===== config.mk =====
export PLATFORM = sky130hd
export DESIGN_NAME = two_wire_sensor_bus_master_core
export DESIGN_NICKNAME = d
export VERILOG_FILES = /design/src/rtl/tsbm_pkg.sv /design/src/rtl/tsbm_front.sv /design/src/rtl/tsbm_back.sv /design/src/rtl/two_wire_sensor_bus_master_core.sv
export SDC_FILE = /design/constraint.sdc
export NUM_CORES = 1
export LEC_CHECK = 0
export ABC_AREA = 1
export BUFFER_PORTS_ARGS = -buffer_cell sky130_fd_sc_hd__buf_2
export CORE_MARGIN = 2
export CORE_UTILIZATION = 35
export CTS_CLUSTER_SIZE = 30
export DETAILED_ROUTE_END_ITERATION = 16
export SLEW_MARGIN = 20
export SYNTH_ARGS = -nofsm -noshare
export SYNTH_HDL_FRONTEND = slang
export SYNTH_SLANG_ARGS = --single-unit

===== constraint.sdc =====
create_clock -name clk -period 8.8 [get_ports clk]
set_input_delay 0.44 -clock clk [delete_from_list [all_inputs] [get_ports clk]]
set_output_delay 0.44 -clock clk [all_outputs]
set_load 0.05 [all_outputs]

===== src/rtl/tsbm_pkg.sv =====
// Shared types, command codes and waveform tables for the two-wire sensor bus master.
package tsbm_pkg;

  typedef enum logic [2:0] {
    CMD_NONE       = 3'd0,
    CMD_START      = 3'd1,
    CMD_CONN_RESET = 3'd2,
    CMD_WRITE      = 3'd3,
    CMD_READ       = 3'd4,
    CMD_WAIT       = 3'd5
  } cmd_t;

  localparam logic [4:0] IDLE_STEP       = 5'd31;
  localparam logic [4:0] START_PHASES    = 5'd7;
  localparam logic [4:0] RESET_PHASES    = 5'd26;
  localparam logic [4:0] BYTE_PHASES     = 5'd18;
  localparam logic [4:0] RESET_START_OFS = 5'd19;
  localparam logic [4:0] ACK_LOW_PHASE   = 5'd16;
  localparam logic [4:0] ACK_HIGH_PHASE  = 5'd17;

  typedef struct packed {
    logic [2:0] op;
    logic [7:0] tx_byte;
    logic       send_ack;
    logic       data_in;
  } item_t;

  typedef struct packed {
    logic       sck_level;
    logic       data_drive;
    logic       data_level;
    logic       busy_res;
    logic       done_res;
    logic [7:0] rx_byte;
    logic       no_ack;
    logic       rejected;
  } result_t;

  // Classified tick passed from front to back
  typedef struct packed {
    cmd_t       cmd;
    logic [7:0] tx_byte;
    logic       send_ack;
    logic       data_in;
  } tick_t;

  function automatic cmd_t decode_op(input logic [2:0] op);
    cmd_t c;
    case (op)
      CMD_START:      c = CMD_START;
      CMD_CONN_RESET: c = CMD_CONN_RESET;
      CMD_WRITE:      c = CMD_WRITE;
      CMD_READ:       c = CMD_READ;
      CMD_WAIT:       c = CMD_WAIT;
      default:        c = CMD_NONE;
    endcase
    return c;
  endfunction

  // Start condition phases: returns {sck, level}
  function automatic logic [1:0] start_phase(input logic [2:0] k);
    logic [1:0] r;
    case (k)
      3'd0:    r = 2'b01;
      3'd1:    r = 2'b11;
      3'd2:    r = 2'b10;
      3'd3:    r = 2'b00;
      3'd4:    r = 2'b10;
      3'd5:    r = 2'b11;
      default: r = 2'b01;
    endcase
    return r;
  endfunction

endpackage


===== src/rtl/tsbm_front.sv =====
// Front end: accepts tick beats, decodes the command and buffers them for the back end.
module tsbm_front (
  input  logic           clk,
  input  logic           rst,
  input  logic           push,
  output logic           full,
  input  tsbm_pkg::item_t item,
  output logic           tick_valid,
  output tsbm_pkg::tick_t tick,
  input  logic           tick_take
);
  import tsbm_pkg::*;

  tick_t      q [2];
  logic       wr_ptr;
  logic       rd_ptr;
  logic [1:0] count;
  logic       do_push;
  logic       do_pop;
  tick_t      decoded;

  assign full       = (count == 2'd2);
  assign tick_valid = (count != 2'd0);
  assign tick       = q[rd_ptr];
  assign do_push    = push && !full;
  assign do_pop     = tick_take && tick_valid;

  always_comb begin
    decoded.cmd      = decode_op(item.op);
    decoded.tx_byte  = item.tx_byte;
    decoded.send_ack = item.send_ack;
    decoded.data_in  = item.data_in;
  end

  always_ff @(posedge clk) begin
    if (do_push) begin
      q[wr_ptr] <= decoded;
    end
  end

  always_ff @(posedge clk) begin
    if (rst) begin
      wr_ptr <= 1'b0;
      rd_ptr <= 1'b0;
      count  <= 2'd0;
    end else begin
      if (do_push) wr_ptr <= ~wr_ptr;
      if (do_pop) rd_ptr <= ~rd_ptr;
      case ({do_push, do_pop})
        2'b10:   count <= count + 2'd1;
        2'b01:   count <= count - 2'd1;
        default: count <= count;
      endcase
    end
  end

endmodule


===== src/rtl/tsbm_back.sv =====
// Back end: bus waveform engine, one tick per beat, with a result queue.
module tsbm_back (
  input  logic             clk,
  input  logic             rst,
  input  logic             cfg_we,
  input  logic [7:0]       cfg_data,
  input  logic             tick_valid,
  input  tsbm_pkg::tick_t  tick,
  output logic             tick_take,
  output logic             empty,
  input  logic             pop,
  output tsbm_pkg::result_t result
);
  import tsbm_pkg::*;

  logic [7:0] phase_ticks;
  logic [4:0] phase_step, phase_step_next;
  cmd_t       current_command, current_command_next;
  logic [7:0] shift_byte, shift_byte_next;
  logic [7:0] tick_count, tick_count_next;
  logic       ack_choice, ack_choice_next;
  logic       ack_error, ack_error_next;
  logic       clock_reg, clock_reg_next;
  logic       drive_reg, drive_reg_next;
  logic       level_reg, level_reg_next;
  logic [7:0] rx_hold, rx_hold_next;

  result_t    res;
  result_t    oq [2];
  logic       owr_ptr;
  logic       ord_ptr;
  logic [1:0] ocount;
  logic       do_pop;

  logic [7:0] eff;
  logic       active;
  logic       samp;
  logic       ck_p, dr_p, lv_p;
  logic [4:0] k5;
  logic [2:0] k3;
  logic [4:0] step_inc;
  logic [4:0] total;
  logic [1:0] sp;

  assign do_pop    = pop && !empty;
  assign empty     = (ocount == 2'd0);
  assign result    = oq[ord_ptr];
  assign tick_take = tick_valid && ((ocount != 2'd2) || do_pop);

  always_comb begin
    eff                  = (phase_ticks == 8'd0) ? 8'd1 : phase_ticks;
    phase_step_next      = phase_step;
    current_command_next = current_command;
    shift_byte_next      = shift_byte;
    tick_count_next      = tick_count;
    ack_choice_next      = ack_choice;
    ack_error_next       = ack_error;
    clock_reg_next       = clock_reg;
    drive_reg_next       = drive_reg;
    level_reg_next       = level_reg;
    rx_hold_next         = rx_hold;
    res                  = '0;
    samp                 = 1'b0;
    ck_p                 = 1'b0;
    dr_p                 = 1'b0;
    lv_p                 = 1'b1;
    k5                   = 5'd0;
    k3                   = 3'd0;
    sp                   = 2'b00;
    step_inc             = 5'd0;
    total                = BYTE_PHASES;

    active = (phase_step != IDLE_STEP);
    if (active && tick.cmd != CMD_NONE) begin
      res.rejected = 1'b1;
    end else if (!active && tick.cmd != CMD_NONE) begin
      current_command_next = tick.cmd;
      phase_step_next      = 5'd0;
      tick_count_next      = 8'd0;
      if (tick.cmd == CMD_WRITE) shift_byte_next = tick.tx_byte;
      if (tick.cmd == CMD_READ) begin
        shift_byte_next = 8'd0;
        ack_choice_next = tick.send_ack;
      end
      active = 1'b1;
    end

    res.sck_level  = clock_reg;
    res.data_drive = drive_reg;
    res.data_level = drive_reg ? level_reg : 1'b1;

    if (active) begin
      if (current_command_next == CMD_WAIT) begin
        clock_reg_next = 1'b0;
        drive_reg_next = 1'b0;
        level_reg_next = 1'b1;
        res.sck_level  = 1'b0;
        res.data_drive = 1'b0;
        res.data_level = 1'b1;
        if (!tick.data_in) begin
          res.done_res    = 1'b1;
          phase_step_next = IDLE_STEP;
        end
      end else begin
        // Line levels for the current phase
        if (current_command_next == CMD_START ||
            (current_command_next == CMD_CONN_RESET &&
             phase_step_next >= RESET_START_OFS)) begin
          k5 = (current_command_next == CMD_START) ? phase_step_next
                                                   : phase_step_next - RESET_START_OFS;
          k3 = (k5 > 5'd6) ? 3'd6 : k5[2:0];
          sp = start_phase(k3);
          ck_p = sp[1];
          dr_p = 1'b1;
          lv_p = sp[0];
        end else if (current_command_next == CMD_CONN_RESET) begin
          ck_p = phase_step_next[0];
          dr_p = 1'b1;
          lv_p = 1'b1;
        end else if (current_command_next == CMD_WRITE) begin
          ck_p = phase_step_next[0];
          if (phase_step_next < ACK_LOW_PHASE) begin
            dr_p = 1'b1;
            lv_p = shift_byte_next[3'd7 - phase_step_next[3:1]];
          end else begin
            dr_p = 1'b0;
            lv_p = 1'b1;
            samp = (phase_step_next == ACK_HIGH_PHASE);
          end
        end else begin
          ck_p = phase_step_next[0];
          if (phase_step_next < ACK_LOW_PHASE) begin
            dr_p = 1'b0;
            lv_p = 1'b1;
            samp = phase_step_next[0];
          end else begin
            dr_p = 1'b1;
            lv_p = !ack_choice_next;
          end
        end

        clock_reg_next = ck_p;
        drive_reg_next = dr_p;
        level_reg_next = lv_p;
        res.sck_level  = ck_p;
        res.data_drive = dr_p;
        res.data_level = dr_p ? lv_p : 1'b1;

        case (current_command_next)
          CMD_START:      total = START_PHASES;
          CMD_CONN_RESET: total = RESET_PHASES;
          default:        total = BYTE_PHASES;
        endcase

        // End of phase: sample, advance, finish on the last phase
        if ({1'b0, tick_count_next} + 9'd1 >= {1'b0, eff}) begin
          if (samp) begin
            if (current_command_next == CMD_WRITE) ack_error_next = tick.data_in;
            else shift_byte_next = {shift_byte_next[6:0], tick.data_in};
          end
          tick_count_next = 8'd0;
          step_inc        = phase_step_next + 5'd1;
          phase_step_next = step_inc;
          if (step_inc >= total) begin
            res.done_res    = 1'b1;
            phase_step_next = IDLE_STEP;
            clock_reg_next  = 1'b0;
            level_reg_next  = 1'b1;
            drive_reg_next  = (current_command_next == CMD_START ||
                               current_command_next == CMD_CONN_RESET);
            if (current_command_next == CMD_READ) rx_hold_next = shift_byte_next;
          end
        end else begin
          tick_count_next = tick_count_next + 8'd1;
        end
      end
    end

    res.busy_res = (phase_step_next != IDLE_STEP);
    res.rx_byte  = rx_hold_next;
    res.no_ack   = ack_error_next;
  end

  always_ff @(posedge clk) begin
    if (rst) begin
      phase_ticks     <= 8'd1;
      phase_step      <= IDLE_STEP;
      current_command <= CMD_NONE;
      shift_byte      <= 8'd0;
      tick_count      <= 8'd0;
      ack_choice      <= 1'b0;
      ack_error       <= 1'b0;
      clock_reg       <= 1'b0;
      drive_reg       <= 1'b0;
      level_reg       <= 1'b1;
      rx_hold         <= 8'd0;
    end else begin
      if (cfg_we) phase_ticks <= cfg_data;
      if (tick_take) begin
        phase_step      <= phase_step_next;
        current_command <= current_command_next;
        shift_byte      <= shift_byte_next;
        tick_count      <= tick_count_next;
        ack_choice      <= ack_choice_next;
        ack_error       <= ack_error_next;
        clock_reg       <= clock_reg_next;
        drive_reg       <= drive_reg_next;
        level_reg       <= level_reg_next;
        rx_hold         <= rx_hold_next;
      end
    end
  end

  always_ff @(posedge clk) begin
    if (tick_take) begin
      oq[owr_ptr] <= res;
    end
  end

  always_ff @(posedge clk) begin
    if (rst) begin
      owr_ptr <= 1'b0;
      ord_ptr <= 1'b0;
      ocount  <= 2'd0;
    end else begin
      if (tick_take) owr_ptr <= ~owr_ptr;
      if (do_pop) ord_ptr <= ~ord_ptr;
      case ({tick_take, do_pop})
        2'b10:   ocount <= ocount + 2'd1;
        2'b01:   ocount <= ocount - 2'd1;
        default: ocount <= ocount;
      endcase
    end
  end

endmodule


===== src/rtl/two_wire_sensor_bus_master_core.sv =====
// Top level of the two-wire sensor bus master: front decode queue feeding the waveform engine.
// Path: an accepted tick beat is registered in the front queue, then the engine registers its result
// into the result queue, which drives the result ports.
// Throughput: one tick beat per cycle while the result queue has room, set by the state update of the engine.
// Reset: synchronous rst empties both queues, idles the engine, clock low, data released,
// and sets the phase length to one tick.
module two_wire_sensor_bus_master_core (
  input  logic              clk,
  input  logic              rst,
  input  logic              push,
  output logic              full,
  input  tsbm_pkg::item_t   item,
  output logic              empty,
  input  logic              pop,
  output tsbm_pkg::result_t result,
  input  logic              cfg_we,
  input  logic [7:0]        cfg_data
);
  import tsbm_pkg::*;

  logic  tick_valid;
  logic  tick_take;
  tick_t tick;

  tsbm_front u_front (
    .clk        (clk),
    .rst        (rst),
    .push       (push),
    .full       (full),
    .item       (item),
    .tick_valid (tick_valid),
    .tick       (tick),
    .tick_take  (tick_take)
  );

  tsbm_back u_back (
    .clk        (clk),
    .rst        (rst),
    .cfg_we     (cfg_we),
    .cfg_data   (cfg_data),
    .tick_valid (tick_valid),
    .tick       (tick),
    .tick_take  (tick_take),
    .empty      (empty),
    .pop        (pop),
    .result     (result)
  );

endmodule


; ---- Word level (Yosys, flattened, before mapping)
; Memories as Yosys holds them, arrays and structs flattened. A register that Yosys moved wholly into a read port is not among the register bits.
; Cells that the tools add are included.
[op_classes]
n_addsub = 9
mul = 0
n_div = 0
order_cmp = 6
eq_ne = 26
n_shift = 0
n_mux = 97
bitwise_logic = 4
reduce_logical = 23
[op_table]
columns = op, count
row1 = 8-bit two-way mux, 20
row2 = 1-bit two-way mux, 56
row3 = 5-bit two-way mux, 10
row4 = "3-bit by 2-bit == test with 1-bit output, second input constant", 7
row5 = "3-bit == test, second input constant", 7
row6 = 3-bit two-way mux, 5
row7 = 3-bit one-hot mux with 5 select lines, 1
row8 = "5-bit inequality test, second input constant", 2
row9 = 5-bit one-hot mux with 2 select lines, 1
row10 = "8-bit by 1-bit adder with 9-bit output, second input constant", 1
row11 = "3-bit by 1-bit == test with 1-bit output, second input constant", 3
row12 = 9-bit by 8-bit greater-or-equal comparator with 1-bit output, 1
row13 = "8-bit by 1-bit adder with 8-bit output, second input constant", 1
row14 = 8-bit logical NOT, 1
row15 = 2-bit one-hot mux with 2 select lines, 2
row16 = 1-bit logical AND, 7
row17 = "2-bit == test, second input constant", 3
row18 = 2-bit one-hot mux with 3 select lines, 1
row19 = 2-bit nonzero test, 3
row20 = "5-bit by 1-bit adder with 5-bit output, second input constant", 1
row21 = "5-bit == test, second input constant", 1
row22 = 5-bit greater-or-equal comparator, 1
row23 = "5-bit greater-or-equal comparator, second input constant", 1
row24 = "5-bit by 3-bit greater-than comparator with 1-bit output, second input constant", 1
row25 = 16 further kinds, 28
[totals]
ff_bits = 53
latchBits = 0
mem_bits_rw = 56
romBits = 0
in_bits = 26
output_inout_bits = 17
wordCells = 184
n_memories = 2
[memory_table]
columns = memory, depth, width, rd, rd_ports_with_merged_regs, wr, line_no
row1 = u_back.oq, 2, 15, 1, 1, 1, tsbm_back.sv:29  ; result_t oq [2];
row2 = u_front.q, 2, 13, 1, 1, 1, tsbm_front.sv:14  ; tick_t q [2];

; ---- Depth between registers and ports, before layout
[logic_depth]
word_depth = 18
ltp_mapped = 29
depth_no_buf = 28

; ---- Modules after synthesis
; From an unflattened synthesis, not the netlist that was laid out.
[hier_totals]
cells_unflattened = 780
area_unflattened_um2 = 6436.2
[by_module_without_submodules]
columns = mod, instances, cells_each, area_per_inst_um2, seq_area_each_um2
row1 = tsbm_back, 1, 693, 5132.4, 1901.8
row2 = tsbm_front, 1, 87, 1303.8, 880.8

; ---- Worst setup path before layout
; No wires, ideal clock.
[synth_timing]
kind = register to register
start = register u_back.phase_step[0]
end = memory u_back.oq[0][2] in the netlist's numbering (data pin)
setup_time_ns = 0.262
arrival_time_ns = 3.295
required_time_ns = 8.538
setup_slack_ns = 5.243
stages_incl_launch_ff = 25
n_path_buf = 2
synth_period_minus_slack_ns = 3.557
cell_sequence = dfxtp_1 -> ha_1 -> nand2_1 -> nor2_2 -> nand2_2 -> buf_6 -> inv_2 -> nor2_1 -> ha_1 -> nand3_1 -> xor2_1 -> ha_1 -> a21o_1 -> nor2_1 -> o21ai_0 -> nand2_1 -> nand2_1 -> nand2_1 -> o21ai_0 -> nor2_1 -> nand2_4 -> and3_1 -> buf_2 -> nand2_1 -> nand2_1
[synth_lines]
columns = item, line_no
row1 = start: declaration, tsbm_back.sv:17  ; logic [4:0] phase_step, phase_step_next;
row2 = start signal: assignment, tsbm_back.sv:200  ; phase_step <= phase_step_next;
row3 = end: declaration, tsbm_back.sv:29

==> impl_metrics.toml <==
[synthesis]
synth.area.top_cells = "edfxtp_1, dfxtp_1, nand2_1"
synth.largest_area_cell = "edfxtp_1"
synth_ff_type = "edfxtp_1"
postSynthCellCount = 755
yosysSeqAreaShare = 0.468
synth_edf_count = 56
synthArstFlopShare = 0
synth_mux_area_frac = 0.0284
synth_compound_area_frac = 0.130
synth_top_family_by_area = "simple AND/OR/NAND/NOR gates"
synth_warnings = 0
synth_seq_cells = 111
synthAdderAreaFrac = 0.0358
syn-num-nets = 798
synth_cell_types = 42
synth.cell_area_sq_um = 5950
synth_xor_area_frac = 0.0103
synthDominantCellAreaShare = 0.283
avgSynthCellArea_sq_um = 7.88
yosys.area_share.simple = 0.249

[cells_and_area]
largest_register = "u_back.oq"
largest_reg_flops = 30
top_regs = "u_back.oq: 30 flops, u_front.q: 26 flops"
layoutNonFillerInstCount = 1014
final_layout_size_suffix_gt1_frac = 0.139
syn2layout_area_growth_pct = 11.8
antenna_cells = 0
final_util = 0.401
finalNetCount = 832

[sta]
relSlewSlack = 0.461
worst_clock_skew_ns = 0.0132
hold_violations = 0
worstMarginPinSlew_ns = 0.800
period_share = 0.523
maxSlewViolCount = 0
fmax_mhz = 217
fin_tns_setup_ns = 0
fin_crit_ns = 4.60
setup_viol = 0
fin_ws_ns = 4.20
rsz0062_at_grt = "no"

[grt]
globalRouteTotalUtil = 0.151
overflow = 0
grt_first_pass_wirelength_um = 21700
antenna_found_initial = 0
grt_pass1_vias = 4365
grt_max_degree = 42

[detailed_routing]
drt_first_pass_iters = 5
via_count = 4808
drt_iter0_drc = 348
routed_via_density = 4.74
antenna_left = 0
routedWlPerCell_um = 12.9
drc = 0
finalWirelength_um = 13100

[worst_setup_path]
worst_r2r_endpoint = "u_back.rx_hold[5]"
end_kind = "flop"
crit_type = "reg2reg"
startpoint_type = "flop"
cp_max_fo = 20
reg2reg_slack_ns = 4.20
critPathArrivalTime_ns = 4.86
required_ns = 9.06
r2r_cells = 25

[worst_hold_path]
hold_depth = 1
min_from = "item[2]"
hp-class = "in2reg"
whs_endpoint = "u_front.q[0][2]"

[floorplan]
die_area_sq_um = 18100
start_util = 0.359
ios = 43
row_count = 47
coreArea_sq_um = 16600
die_w_um = 134
fp.dieH_um = 134

[cts]
cts_sinks = 111
clockBufferDepth = 2
cts_tree = "done"
cts_inserted_buffers = 9
path_clk_slew_ns = 0.07
cts_resized = 0
clock_insertion_delay_worst_skew_ns = 0.36
ctsRootBufferMaster = "clkbuf_16"
cts_hold_buf = 0
cts_max_level = 3
postCtsSetupBuffers = 0

[placement]
io_buffers = 42
gp_congestion = 0.887
pre_cts_ws_ns = 4.21
dp.cells = 998
dp_hpwl_um = 9610

[job]
maxCapViolCount = 0

[status]
status = "finished, final reports clean"
## cell usage after synthesis (7+ instances only)
cell,n
nand2_1,190
inv_1,90
nor2_1,76
a21oi_1,63
edfxtp_1,56
dfxtp_1,55
o21ai_0,37
nand3_1,35
o21ai_1,24
clkbuf_1,17
ha_1,17
mux2_2,15
o211ai_1,9
inv_2,7
nand4_1,7
nor2_2,7
## logic make-up after synthesis
group | after synthesis
compound gates | 143
buf+inv | 120
flops | 111
mux | 15
xor+xnor | 7
simple gates | 342
fa+ha+maj | 17
## metrics by stage
step | hold slack (ns) | cell area, sq um
CTS | 0.250 | 6640
global route | 0.253 | 6650
global placement | 0.434 | 6360
floorplan | 0.426 | 5950
detailed placement | 0.443 | 6360
finish | 0.266 | 6650
## layout by cell type (no fill, tap or decap), drive strengths merged, types with 3 or more instances in the layout
| master | count |
|---|---|
| ha | 17 |
| a21oi | 64 |
| xor2 | 5 |
| o211ai | 9 |
| edfxtp | 56 |
| nand3 | 39 |
| mux2 | 15 |
| nor2 | 84 |
| buf | 46 |
| clkinv | 3 |
| nand4 | 7 |
| inv | 99 |
| nor3 | 7 |
| nand2 | 199 |
| clkbuf | 10 |
| o21ai | 61 |
| dfxtp | 55 |
## layout make-up
class	instances	area (sq um)
timing repair buffer	46	240
inverter	97	364
sequential	111	2780
clock buffer	10	229
multi-input combinational	524	2700
tap	220	275
fill	1741	9940
clock inverter	6	53.8
## worst max-delay path by stage
stage	to	cells past startpoint
2_1_floorplan	u_back.oq[0][2]	24
3_3_place_gp	u_back.rx_hold[7]	25
3_5_place_dp	u_back.rx_hold[7]	25
4_1_cts	u_back.rx_hold[7]	25
5_1_grt	u_back.rx_hold[4]	25
6_report	u_back.rx_hold[5]	25
## critical path, cell delays in order (launching register included)
cell and delay (ns):
dfxtp_1 0.44, inv_2 0.23, nand2_1 0.07, nand2_1 0.11, nand3_2 0.17, nand2_2 0.36, inv_2 0.18, nor2_1 0.26
ha_1 0.25, nand3_1 0.15, xor2_1 0.19, ha_1 0.34, a21o_1 0.19, nor2_1 0.09, o21ai_0 0.08, nand2_1 0.06
nand2_1 0.04, nand2_1 0.04, o21ai_0 0.08, nor2_1 0.33, nand2_4 0.17, and3_1 0.29, nand2_1 0.11, nand2_1 0.08
o21ai_1 0.12, inv_1 0.04
## metal layers
layer | vias to the layer above | track usage | routed length (um)
met5 | - | 0 | 0
met2 | 105 | 0.225 | 5530
li1 | 2556 | - | -
met1 | 2132 | 0.217 | 6650
met4 | 0 | 0.0556 | 219
met3 | 15 | 0.0314 | 699
Power is left out: the tool's default activity adds up to more than one toggle a clock period on the data nets, which glitch-free logic cannot reach.
